File: config.mk
export PLATFORM = sky130hd
export DESIGN_NAME = glyph_column_rasterizer
export DESIGN_NICKNAME = d
export VERILOG_FILES = /design/src/hw/rtl/gcr_pkg.sv /design/src/hw/rtl/gcr_csr.sv /design/src/hw/rtl/gcr_engine.sv /design/src/hw/rtl/glyph_column_rasterizer.sv
export SDC_FILE = /design/constraint.sdc
export NUM_CORES = 1
export LEC_CHECK = 0
export ABC_AREA = 1
export BUFFER_PORTS_ARGS = -buffer_cell sky130_fd_sc_hd__clkbuf_2
export CORE_ASPECT_RATIO = 1.5
export CORE_UTILIZATION = 55
export DETAILED_ROUTE_END_ITERATION = 7
export PLACE_DENSITY = 0.76
export SYNTH_ARGS = -nofsm -noshare
export SYNTH_HDL_FRONTEND = slang
export SYNTH_SLANG_ARGS = --single-unit
File: constraint.sdc
create_clock -name clock -period 9.2 [get_ports clock]
set_input_delay 0.46 -clock clock [delete_from_list [all_inputs] [get_ports clock]]
set_output_delay 0.46 -clock clock [all_outputs]
set_load 0.1 [all_outputs]
File: src/hw/rtl/gcr_pkg.sv
// ----------------------------------------------------------------------------
// gcr_pkg
// Shared types, register indexes and size tables for the glyph column
// rasterizer.
// ----------------------------------------------------------------------------
package gcr_pkg;

   // Coordinate arithmetic width; coordinates wrap modulo 2**COORD_BITS.
   localparam int COORD_BITS      = 16;
   // Upper limit on the number of bytes one glyph consumes.
   localparam int MAX_GLYPH_BYTES = 72;

   localparam int PORT_COORD_BITS = 16;
   localparam int COLOR_BITS      = 16;
   localparam int BYTE_BITS       = 8;
   localparam int ROW_BITS        = 5;
   localparam int TAKEN_BITS      = 7;
   localparam int COUNT_BITS      = 8;
   localparam int BIT_IDX_BITS    = 3;
   localparam int CSR_IDX_BITS    = 2;
   localparam int CSR_DATA_BITS   = 16;

   // Glyph byte counts, capped at the byte limit.
   localparam int RAW_BYTES_12 = ((12 + 7) / 8) * 12;
   localparam int RAW_BYTES_16 = ((16 + 7) / 8) * 16;
   localparam int RAW_BYTES_24 = ((24 + 7) / 8) * 24;
   localparam int BYTES_12 = (RAW_BYTES_12 > MAX_GLYPH_BYTES) ? MAX_GLYPH_BYTES : RAW_BYTES_12;
   localparam int BYTES_16 = (RAW_BYTES_16 > MAX_GLYPH_BYTES) ? MAX_GLYPH_BYTES : RAW_BYTES_16;
   localparam int BYTES_24 = (RAW_BYTES_24 > MAX_GLYPH_BYTES) ? MAX_GLYPH_BYTES : RAW_BYTES_24;

   // Glyph size codes.
   localparam logic [1:0] SIZE_12 = 2'd0;
   localparam logic [1:0] SIZE_16 = 2'd1;
   localparam logic [1:0] SIZE_24 = 2'd2;

   // Configuration register indexes.
   localparam logic [CSR_IDX_BITS-1:0] CSR_SIZE_SELECT  = 2'd0;
   localparam logic [CSR_IDX_BITS-1:0] CSR_OVERLAY_MODE = 2'd1;
   localparam logic [CSR_IDX_BITS-1:0] CSR_FORE_COLOR   = 2'd2;
   localparam logic [CSR_IDX_BITS-1:0] CSR_BACK_COLOR   = 2'd3;

   // Configuration as seen by the datapath.
   typedef struct packed {
      logic [1:0]            size_select;
      logic                  overlay_mode;
      logic [COLOR_BITS-1:0] fore_color;
      logic [COLOR_BITS-1:0] bg_color;
   } cfg_type;

   // One pixel write.
   typedef struct packed {
      logic [PORT_COORD_BITS-1:0] x;
      logic [PORT_COORD_BITS-1:0] y;
      logic [COLOR_BITS-1:0]      color;
      logic                       last;
   } pix_type;

   // Serializer sequencing.
   typedef enum logic {
      ST_IDLE,
      ST_SHIFT
   } state_type;

   // Glyph height in pixels; zero for the unsupported code.
   function automatic logic [ROW_BITS-1:0] glyph_pixels(input logic [1:0] size_select);
      logic [ROW_BITS-1:0] px;
      unique case (size_select)
         SIZE_12: px = ROW_BITS'(12);
         SIZE_16: px = ROW_BITS'(16);
         SIZE_24: px = ROW_BITS'(24);
         default: px = '0;
      endcase
      return px;
   endfunction

   // Number of bytes in a glyph of the given size.
   function automatic logic [COUNT_BITS-1:0] glyph_bytes(input logic [1:0] size_select);
      logic [COUNT_BITS-1:0] n;
      unique case (size_select)
         SIZE_12: n = COUNT_BITS'(BYTES_12);
         SIZE_16: n = COUNT_BITS'(BYTES_16);
         SIZE_24: n = COUNT_BITS'(BYTES_24);
         default: n = '0;
      endcase
      return n;
   endfunction

endpackage

File: src/hw/rtl/gcr_csr.sv
// ----------------------------------------------------------------------------
// gcr_csr
// Configuration registers: glyph size, overlay mode and the two colors.
// ----------------------------------------------------------------------------
module gcr_csr
   import gcr_pkg::*;
(
   input  logic                     clock,
   input  logic                     reset,
   input  logic                     csr_wr_en,
   input  logic [CSR_IDX_BITS-1:0]  csr_index,
   input  logic [CSR_DATA_BITS-1:0] csr_wdata,
   output cfg_type                  cfg
);

   cfg_type cfg_ff;
   cfg_type cfg_in;

   // Register write decode.
   always_comb begin
      cfg_in = cfg_ff;
      if (csr_wr_en) begin
         unique case (csr_index)
            CSR_SIZE_SELECT:  cfg_in.size_select  = csr_wdata[1:0];
            CSR_OVERLAY_MODE: cfg_in.overlay_mode = csr_wdata[0];
            CSR_FORE_COLOR:   cfg_in.fore_color   = csr_wdata[COLOR_BITS-1:0];
            CSR_BACK_COLOR:   cfg_in.bg_color     = csr_wdata[COLOR_BITS-1:0];
            default:          cfg_in              = cfg_ff;
         endcase
      end
   end

   // Registers with their reset values.
   always_ff @(posedge clock) begin
      if (reset) begin
         cfg_ff.size_select  <= SIZE_16;
         cfg_ff.overlay_mode <= 1'b0;
         cfg_ff.fore_color   <= '0;
         cfg_ff.bg_color     <= '1;
      end else begin
         cfg_ff <= cfg_in;
      end
   end

   assign cfg = cfg_ff;

endmodule

File: src/hw/rtl/gcr_engine.sv
// ----------------------------------------------------------------------------
// gcr_engine
// Glyph bookkeeping and bit-serial shifter: takes one bitmap byte, then
// walks its bits one per cycle unless stalled, at most one pixel write each.
// ----------------------------------------------------------------------------
module gcr_engine
   import gcr_pkg::*;
(
   input  logic                       clock,
   input  logic                       reset,
   input  cfg_type                    cfg,
   input  logic                       req_valid,
   output logic                       req_ready,
   input  logic                       req_glyph_start,
   input  logic [PORT_COORD_BITS-1:0] req_origin_x,
   input  logic [PORT_COORD_BITS-1:0] req_origin_y,
   input  logic [BYTE_BITS-1:0]       req_glyph_byte,
   output logic                       pix_valid,
   input  logic                       pix_ready,
   output pix_type                    pix
);

   state_type state_ff, state_in;

   logic [COORD_BITS-1:0]   column_x_ff, column_x_in;
   logic [COORD_BITS-1:0]   top_y_ff, top_y_in;
   logic [ROW_BITS-1:0]     row_ff, row_in;
   logic [TAKEN_BITS-1:0]   taken_ff, taken_in;
   logic                    active_ff, active_in;
   logic [BYTE_BITS-1:0]    bits_ff, bits_in;
   logic [BYTE_BITS-1:0]    emit_ff, emit_in;
   logic [BIT_IDX_BITS-1:0] left_ff, left_in;

   logic                    accept;
   logic                    launch;
   logic                    step;
   logic [ROW_BITS-1:0]     px;
   logic [COUNT_BITS-1:0]   count;
   logic [COORD_BITS-1:0]   col_eff;
   logic [COORD_BITS-1:0]   top_eff;
   logic [ROW_BITS-1:0]     row_eff;
   logic [TAKEN_BITS-1:0]   taken_eff;
   logic [TAKEN_BITS-1:0]   taken_inc;
   logic                    active_eff;
   logic [ROW_BITS-1:0]     rows_after;
   logic [BIT_IDX_BITS-1:0] launch_left;
   logic [BYTE_BITS-1:0]    proc_mask;
   logic [ROW_BITS-1:0]     row_next;
   logic                    col_wrap;

   assign px    = glyph_pixels(cfg.size_select);
   assign count = glyph_bytes(cfg.size_select);

   // Next state of the shifter.
   always_comb begin
      state_in = state_ff;
      unique case (state_ff)
         ST_IDLE:  if (launch) state_in = ST_SHIFT;
         ST_SHIFT: if (step && (left_ff == '0)) state_in = ST_IDLE;
         default:  state_in = ST_IDLE;
      endcase
   end

   // Handshake outputs of the shifter.
   always_comb begin
      req_ready = 1'b0;
      pix_valid = 1'b0;
      step      = 1'b0;
      unique case (state_ff)
         ST_IDLE:  req_ready = 1'b1;
         ST_SHIFT: begin
            pix_valid = emit_ff[BYTE_BITS-1];
            step      = !emit_ff[BYTE_BITS-1] || pix_ready;
         end
         default:  req_ready = 1'b0;
      endcase
   end

   assign accept = req_valid && req_ready;

   // Glyph state as seen by the byte being accepted.
   always_comb begin
      if (req_glyph_start) begin
         col_eff    = req_origin_x[COORD_BITS-1:0];
         top_eff    = req_origin_y[COORD_BITS-1:0];
         row_eff    = '0;
         taken_eff  = '0;
         active_eff = 1'b1;
      end else begin
         col_eff    = column_x_ff;
         top_eff    = top_y_ff;
         row_eff    = row_ff;
         taken_eff  = taken_ff;
         active_eff = active_ff;
      end
      taken_inc = taken_eff + TAKEN_BITS'(1);
      launch    = accept && (px != '0) && active_eff
                  && ({1'b0, taken_eff} < count);
   end

   // Number of bits the byte covers before its column ends, less one.
   always_comb begin
      rows_after = px - row_eff - ROW_BITS'(1);
      if (row_eff >= px) begin
         launch_left = '0;
      end else if (rows_after > ROW_BITS'(BYTE_BITS - 1)) begin
         launch_left = BIT_IDX_BITS'(BYTE_BITS - 1);
      end else begin
         launch_left = rows_after[BIT_IDX_BITS-1:0];
      end
      proc_mask = {BYTE_BITS{1'b1}} << (BIT_IDX_BITS'(BYTE_BITS - 1) - launch_left);
   end

   // Row and column advance for one shifted bit.
   assign row_next = row_ff + ROW_BITS'(1);
   assign col_wrap = (row_next >= px);

   // Datapath next values.
   always_comb begin
      column_x_in = column_x_ff;
      top_y_in    = top_y_ff;
      row_in      = row_ff;
      taken_in    = taken_ff;
      active_in   = active_ff;
      bits_in     = bits_ff;
      emit_in     = emit_ff;
      left_in     = left_ff;
      if (accept) begin
         if (px == '0) begin
            // Unsupported size: a start only closes the open glyph.
            if (req_glyph_start) active_in = 1'b0;
         end else begin
            column_x_in = col_eff;
            top_y_in    = top_eff;
            row_in      = row_eff;
            taken_in    = taken_eff;
            active_in   = active_eff;
            if (active_eff) begin
               if (launch) begin
                  taken_in  = taken_inc;
                  active_in = ({1'b0, taken_inc} < count);
                  bits_in   = req_glyph_byte;
                  emit_in   = proc_mask & (req_glyph_byte | {BYTE_BITS{!cfg.overlay_mode}});
                  left_in   = launch_left;
               end else begin
                  // Byte count already met: close the glyph.
                  active_in = 1'b0;
               end
            end
         end
      end else if (step) begin
         bits_in = bits_ff << 1;
         emit_in = emit_ff << 1;
         left_in = left_ff - BIT_IDX_BITS'(1);
         if (col_wrap) begin
            row_in      = '0;
            column_x_in = column_x_ff + COORD_BITS'(1);
         end else begin
            row_in = row_next;
         end
      end
   end

   // Pixel write for the bit at the head of the shifter.
   always_comb begin
      pix.x     = PORT_COORD_BITS'(column_x_ff);
      pix.y     = PORT_COORD_BITS'(COORD_BITS'(top_y_ff + COORD_BITS'(row_ff)));
      pix.color = bits_ff[BYTE_BITS-1] ? cfg.fore_color : cfg.bg_color;
      pix.last  = (emit_ff[BYTE_BITS-2:0] == '0);
   end

   // Control and glyph state registers.
   always_ff @(posedge clock) begin
      if (reset) begin
         state_ff    <= ST_IDLE;
         column_x_ff <= '0;
         top_y_ff    <= '0;
         row_ff      <= '0;
         taken_ff    <= '0;
         active_ff   <= 1'b0;
      end else begin
         state_ff    <= state_in;
         column_x_ff <= column_x_in;
         top_y_ff    <= top_y_in;
         row_ff      <= row_in;
         taken_ff    <= taken_in;
         active_ff   <= active_in;
      end
   end

   // Shift registers for the byte in flight.
   always_ff @(posedge clock) begin
      bits_ff <= bits_in;
      emit_ff <= emit_in;
      left_ff <= left_in;
   end

endmodule

File: src/hw/rtl/glyph_column_rasterizer.sv
// ----------------------------------------------------------------------------
// glyph_column_rasterizer
// Turns the column-major bitmap bytes of a 12, 16 or 24 pixel glyph into a
// stream of pixel writes.
// ----------------------------------------------------------------------------
// Each accepted byte is taken in, then walked over the bits it covers:
// eight, or fewer when the glyph column ends inside the byte. An ignored
// byte (no glyph open, byte count met, unsupported size) is only taken in.
// No new byte is taken until the last is walked. The shifter walks one bit
// per cycle unless the output stalls, handing at most one pixel write per
// cycle to the output register; a stall holds it on the next bit to write.
// In overlay mode a clear bit is still walked but makes no write; run_last
// marks each byte's final write. The user must write configuration only
// while no byte is in flight; the block itself does not enforce this.
// ----------------------------------------------------------------------------
module glyph_column_rasterizer
   import gcr_pkg::*;
(
   input  logic                       clock,
   input  logic                       reset,
   input  logic                       csr_wr_en,
   input  logic [CSR_IDX_BITS-1:0]    csr_index,
   input  logic [CSR_DATA_BITS-1:0]   csr_wdata,
   input  logic                       req_valid,
   output logic                       req_ready,
   input  logic                       req_glyph_start,
   input  logic [PORT_COORD_BITS-1:0] req_origin_x,
   input  logic [PORT_COORD_BITS-1:0] req_origin_y,
   input  logic [BYTE_BITS-1:0]       req_glyph_byte,
   output logic                       rsp_valid,
   input  logic                       rsp_ready,
   output logic [PORT_COORD_BITS-1:0] rsp_pixel_x,
   output logic [PORT_COORD_BITS-1:0] rsp_pixel_y,
   output logic [COLOR_BITS-1:0]      rsp_pixel_color,
   output logic                       rsp_run_last
);

   cfg_type cfg;
   pix_type pix;
   logic    pix_valid;
   logic    pix_ready;
   logic    rsp_valid_ff, rsp_valid_in;
   pix_type rsp_ff, rsp_in;

   gcr_csr u_csr (
      .clock     (clock),
      .reset     (reset),
      .csr_wr_en (csr_wr_en),
      .csr_index (csr_index),
      .csr_wdata (csr_wdata),
      .cfg       (cfg)
   );

   gcr_engine u_engine (
      .clock           (clock),
      .reset           (reset),
      .cfg             (cfg),
      .req_valid       (req_valid),
      .req_ready       (req_ready),
      .req_glyph_start (req_glyph_start),
      .req_origin_x    (req_origin_x),
      .req_origin_y    (req_origin_y),
      .req_glyph_byte  (req_glyph_byte),
      .pix_valid       (pix_valid),
      .pix_ready       (pix_ready),
      .pix             (pix)
   );

   // Output register: takes a new item whenever it is empty or being drained.
   assign pix_ready = !rsp_valid_ff || rsp_ready;

   always_comb begin
      rsp_valid_in = rsp_valid_ff;
      rsp_in       = rsp_ff;
      if (pix_valid && pix_ready) begin
         rsp_valid_in = 1'b1;
         rsp_in       = pix;
      end else if (rsp_ready) begin
         rsp_valid_in = 1'b0;
      end
   end

   always_ff @(posedge clock) begin
      if (reset) begin
         rsp_valid_ff <= 1'b0;
      end else begin
         rsp_valid_ff <= rsp_valid_in;
      end
   end

   always_ff @(posedge clock) begin
      rsp_ff <= rsp_in;
   end

   assign rsp_valid       = rsp_valid_ff;
   assign rsp_pixel_x     = rsp_ff.x;
   assign rsp_pixel_y     = rsp_ff.y;
   assign rsp_pixel_color = rsp_ff.color;
   assign rsp_run_last    = rsp_ff.last;

endmodule
==> key figures <==
Critical path
  – Setup crit start kind: flip-flop
  – Data required, critical path: 9.52 ns
  – Critical Path AT: 2.97 ns
  – Crit-path slowest cell: dfxtp_1
  – R2R Setup Slk: 6.55 ns
  – CP max stage delay: 0.50 ns
  – Worst Setup End Kind: flip-flop
  – CP Class: reg -> reg
  – Critical path fanouts, max: 25
  – Worst path cell trace: ha_1 -> xor2_1 -> inv_1 -> ha_1 -> a21boi_0 -> nand2b_1 -> nand2_1 -> nand2_1 -> nand3_2 -> nand2_4 -> inv_1 -> nor2_1 -> nor2_1

Detailed routing
  – DRC violations left: 0
  – Routed Antenna Nets: 0
  – First DRT Iteration DRCs: 300
  – Routed length per instance: 13.53 um
  – Final wirelength: 16000 um
  – First-pass DRT Iterations: 5
  – DR vias: 6114
  – Vias per inst: 5.173

Synthesis
  – Register area share after synthesis: approximately half
  – Synthesized instance count: 905
  – Post-Synth Simple-Gate Area: 24.15%
  – Post-synthesis mux area share: 0%
  – Seq cells post-synth: 150
  – Xor and xnor area share after synthesis: under 10%
  – Ranking of synthesized cells by area: edfxtp_1 28%, dfxtp_1 22%, nand2_1 10%, nor2_1 6.6%, o21ai_0 5.6%
  – Most frequent cell after synthesis: nand2_1
  – Library cells used by synthesis: 45
  – Post-Syn Area per Cell: 8.128 um^2
  – Area leader, netlist: edfxtp_1
  – Synth top area share: ~28%
  – Syn. warnings: 0
  – Commonest cells post-synth: 197 x nand2_1, 130 x nor2_1, 103 x inv_1, 83 x o21ai_0, 82 x dfxtp_1
  – Asr flop ratio synth: 0%
  – Syn nets: approximately 1000
  – Cell area after synthesis: 7356 um^2
  – Synth Flop Type: dfxtp_1
  – Synth Area in Compound Gates: 10.78%
  – Synth Area in Adders: 4.865%
  – Largest family of logic cells by synthesized area: simple AND/OR/NAND/NOR gates
  – EDFF count, synth: slightly below 70

Clock tree
  – Cts hold-fix bufs: 0
  – Root Driver: clkbuf_16
  – Clock Pin Slew Worst Setup and Hold Paths: roughly 0.070 ns
  – Clk_lat worst skew: ~0.43 ns
  – TritonCTS clock tree: yes
  – CTS resizes: 0
  – Setup repair bufs after CTS: 0
  – Clock Tree Buf Depth: 2
  – Num Clock Sinks: 150
  – CTS H-tree depth: 4
  – Num CTS Buffers: 17

Floorplanning
  – Die ar.: between 10000 and 15000 um^2
  – Starting density of the core: 56.51%
  – Core area: 13020 um^2
  – Die width: 96.43 um
  – Site Rows: roughly 50
  – Height of the die: about 140 um
  – # IOs: 115

Timing
  – Period utilization: 28.84%
  – Hold Vio Cnt, Final: 0
  – # setup viols final: 0
  – Slew @ Worst Pin: 1.008 ns
  – Slew HR: 32.52%
  – Tmin final: 2.654 ns
  – Setup TNS: 0 ns
  – RSZ-0062 raised after global routing: false
  – Fmax: 376.9 MHz
  – Slew Limit Fails: 0
  – Worst clock skew: roughly 0.011 ns

Pwr
  – PD cells: 214.8 nW/um^2
  – Static Leak: about 4.1 nW
  – Peak supply drop: 0.0001244 V
  – Power Total: 0.001847 W

Global route
  – First-pass GRT wire length: 25750 um
  – Largest net degree at the start of global routing: 47
  – Initial antenna violation count: 0
  – GRT overflow: 0
  – Vias in the first global route: 5758
  – GRT Util Overall: 24.11%

Finish
  – Total inserted antenna cells: 0
  – Sequential standard cell area: 3684 um^2
  – Net count, final: 1102
  – Area grow syn2layout: 16.87%
  – Multi-input logic area: 3119 um^2
  – Layout cells sized above 1: 17.01%
  – Fill cells: 1138

Worst hold path
  – Hold Path Class: in -> reg

Placement
  – Placer Congestion: 0.8972
  – PortBufs: 114
  – Final HPWL DP: 11150 um

Flow run
  – Max cap viols: 0

Status
  – Status: finished, final reports clean
==> per-layer routing <==
layer	global-route usage [%]	vias up	part of all wire [%]	wire, um
li1	-	3173	-	-
met1	26.56	2779	40	6443
met2	44.27	137	54	8571
met3	5.556	25	4.4	696
met4	8.514	0	1.8	286
met5	0	-	0	0
==> where the power goes <==
part           internal (W)  total (W)  switching (W)
logic             0.0000906   0.000344       0.000254
registers          0.000770   0.000814      0.0000440
clock network      0.000386   0.000688       0.000302
total               0.00125    0.00185       0.000600
==> layout by cell type, fill, tap and decap left out, types with 6 or more instances in the layout <==
master	synthesis	final
a21oi_1	50	50
clkbuf_16	0	17
clkbuf_2	0	114
dfxtp_1	82	82
edfxtp_1	68	68
ha_1	27	27
inv_1	103	103
inv_2	6	6
nand2_1	197	197
nand3_1	38	38
nand4_1	13	13
nor2_1	130	129
nor3_1	11	11
o21ai_0	83	83
o21ai_1	8	8
xnor2_1	6	6
xor2_1	15	15
==> cell families after synthesis <==
family / count (synthesis)
AND/OR/NAND/NOR: 413
flip-flops: 150
AO/OA/AOI/OAI: 152
buffers and inverters: 141
adder cells (fa/ha/maj): 28
XOR/XNOR: 21
==> sequential cells by signal, indices dropped and copies added (netlist names) <==
register              count
u_engine.taken_ff         7
u_engine.state_ff         1
rsp_pixel_x              16
u_engine.emit_ff          8
u_engine.left_ff          3
rsp_run_last              1
u_csr.cfg                35
rsp_pixel_y              16
u_engine.column_x_ff     16
u_engine.row_ff           5
u_engine.active_ff        1
rsp_valid                 1
rsp_pixel_color          16
u_engine.top_y_ff        16
u_engine.bits_ff          8
==> layout make-up <==
class / count / share of cell area (%)
clock buffer: 18 / 4.992
multi-input combinational: 614 / 36.28
timing repair buffer: 117 / 6.899
clock inverter: 14 / 1.834
sequential: 150 / 42.85
inverter: 110 / 4.832
tap: 159 / 2.314
==> path summary, 6_finish.rpt <==
path / from / end / depth (start not counted)
worst max register to register: u_engine.row_ff[0] / u_engine.column_x_ff[4] / 13
worst min-delay path: req_origin_y[8] / u_engine.top_y_ff[8] / 3
worst min register to register: u_csr.cfg[10] / u_csr.cfg[10] / 2
worst max-delay path: u_engine.row_ff[0] / u_engine.column_x_ff[4] / 13
==> critical path, delay by kind of cell, from the launching register on <==
kind | cells | cell delay, ns
AND/OR/NAND/NOR | 7 | 0.88
XOR/XNOR | 1 | 0.21
buffers and inverters | 2 | 0.21
AO/OA/AOI/OAI | 1 | 0.21
adder cells (fa/ha/maj) | 2 | 0.55
flip-flops | 1 | 0.50
==> metrics by stage <==
step / hold WS, ns / cells / worst slack, ns / util [%] / cell area, um^2
after floorplan: 0.4238 / 905 / 5.756 / - / 7356
after global placement: 0.4489 / 1150 / 6.431 / 61.53 / 8010
after detailed placement: 0.4451 / 1150 / 6.354 / 61.53 / 8010
after CTS: 0.2588 / 1182 / 6.534 / 66.04 / 8597
after global routing: 0.2587 / 1182 / 6.354 / 66.04 / 8597
final: 0.2644 / 1182 / 6.546 / 66.04 / 8597
Note: power is estimated with default switching activity, not from simulation.
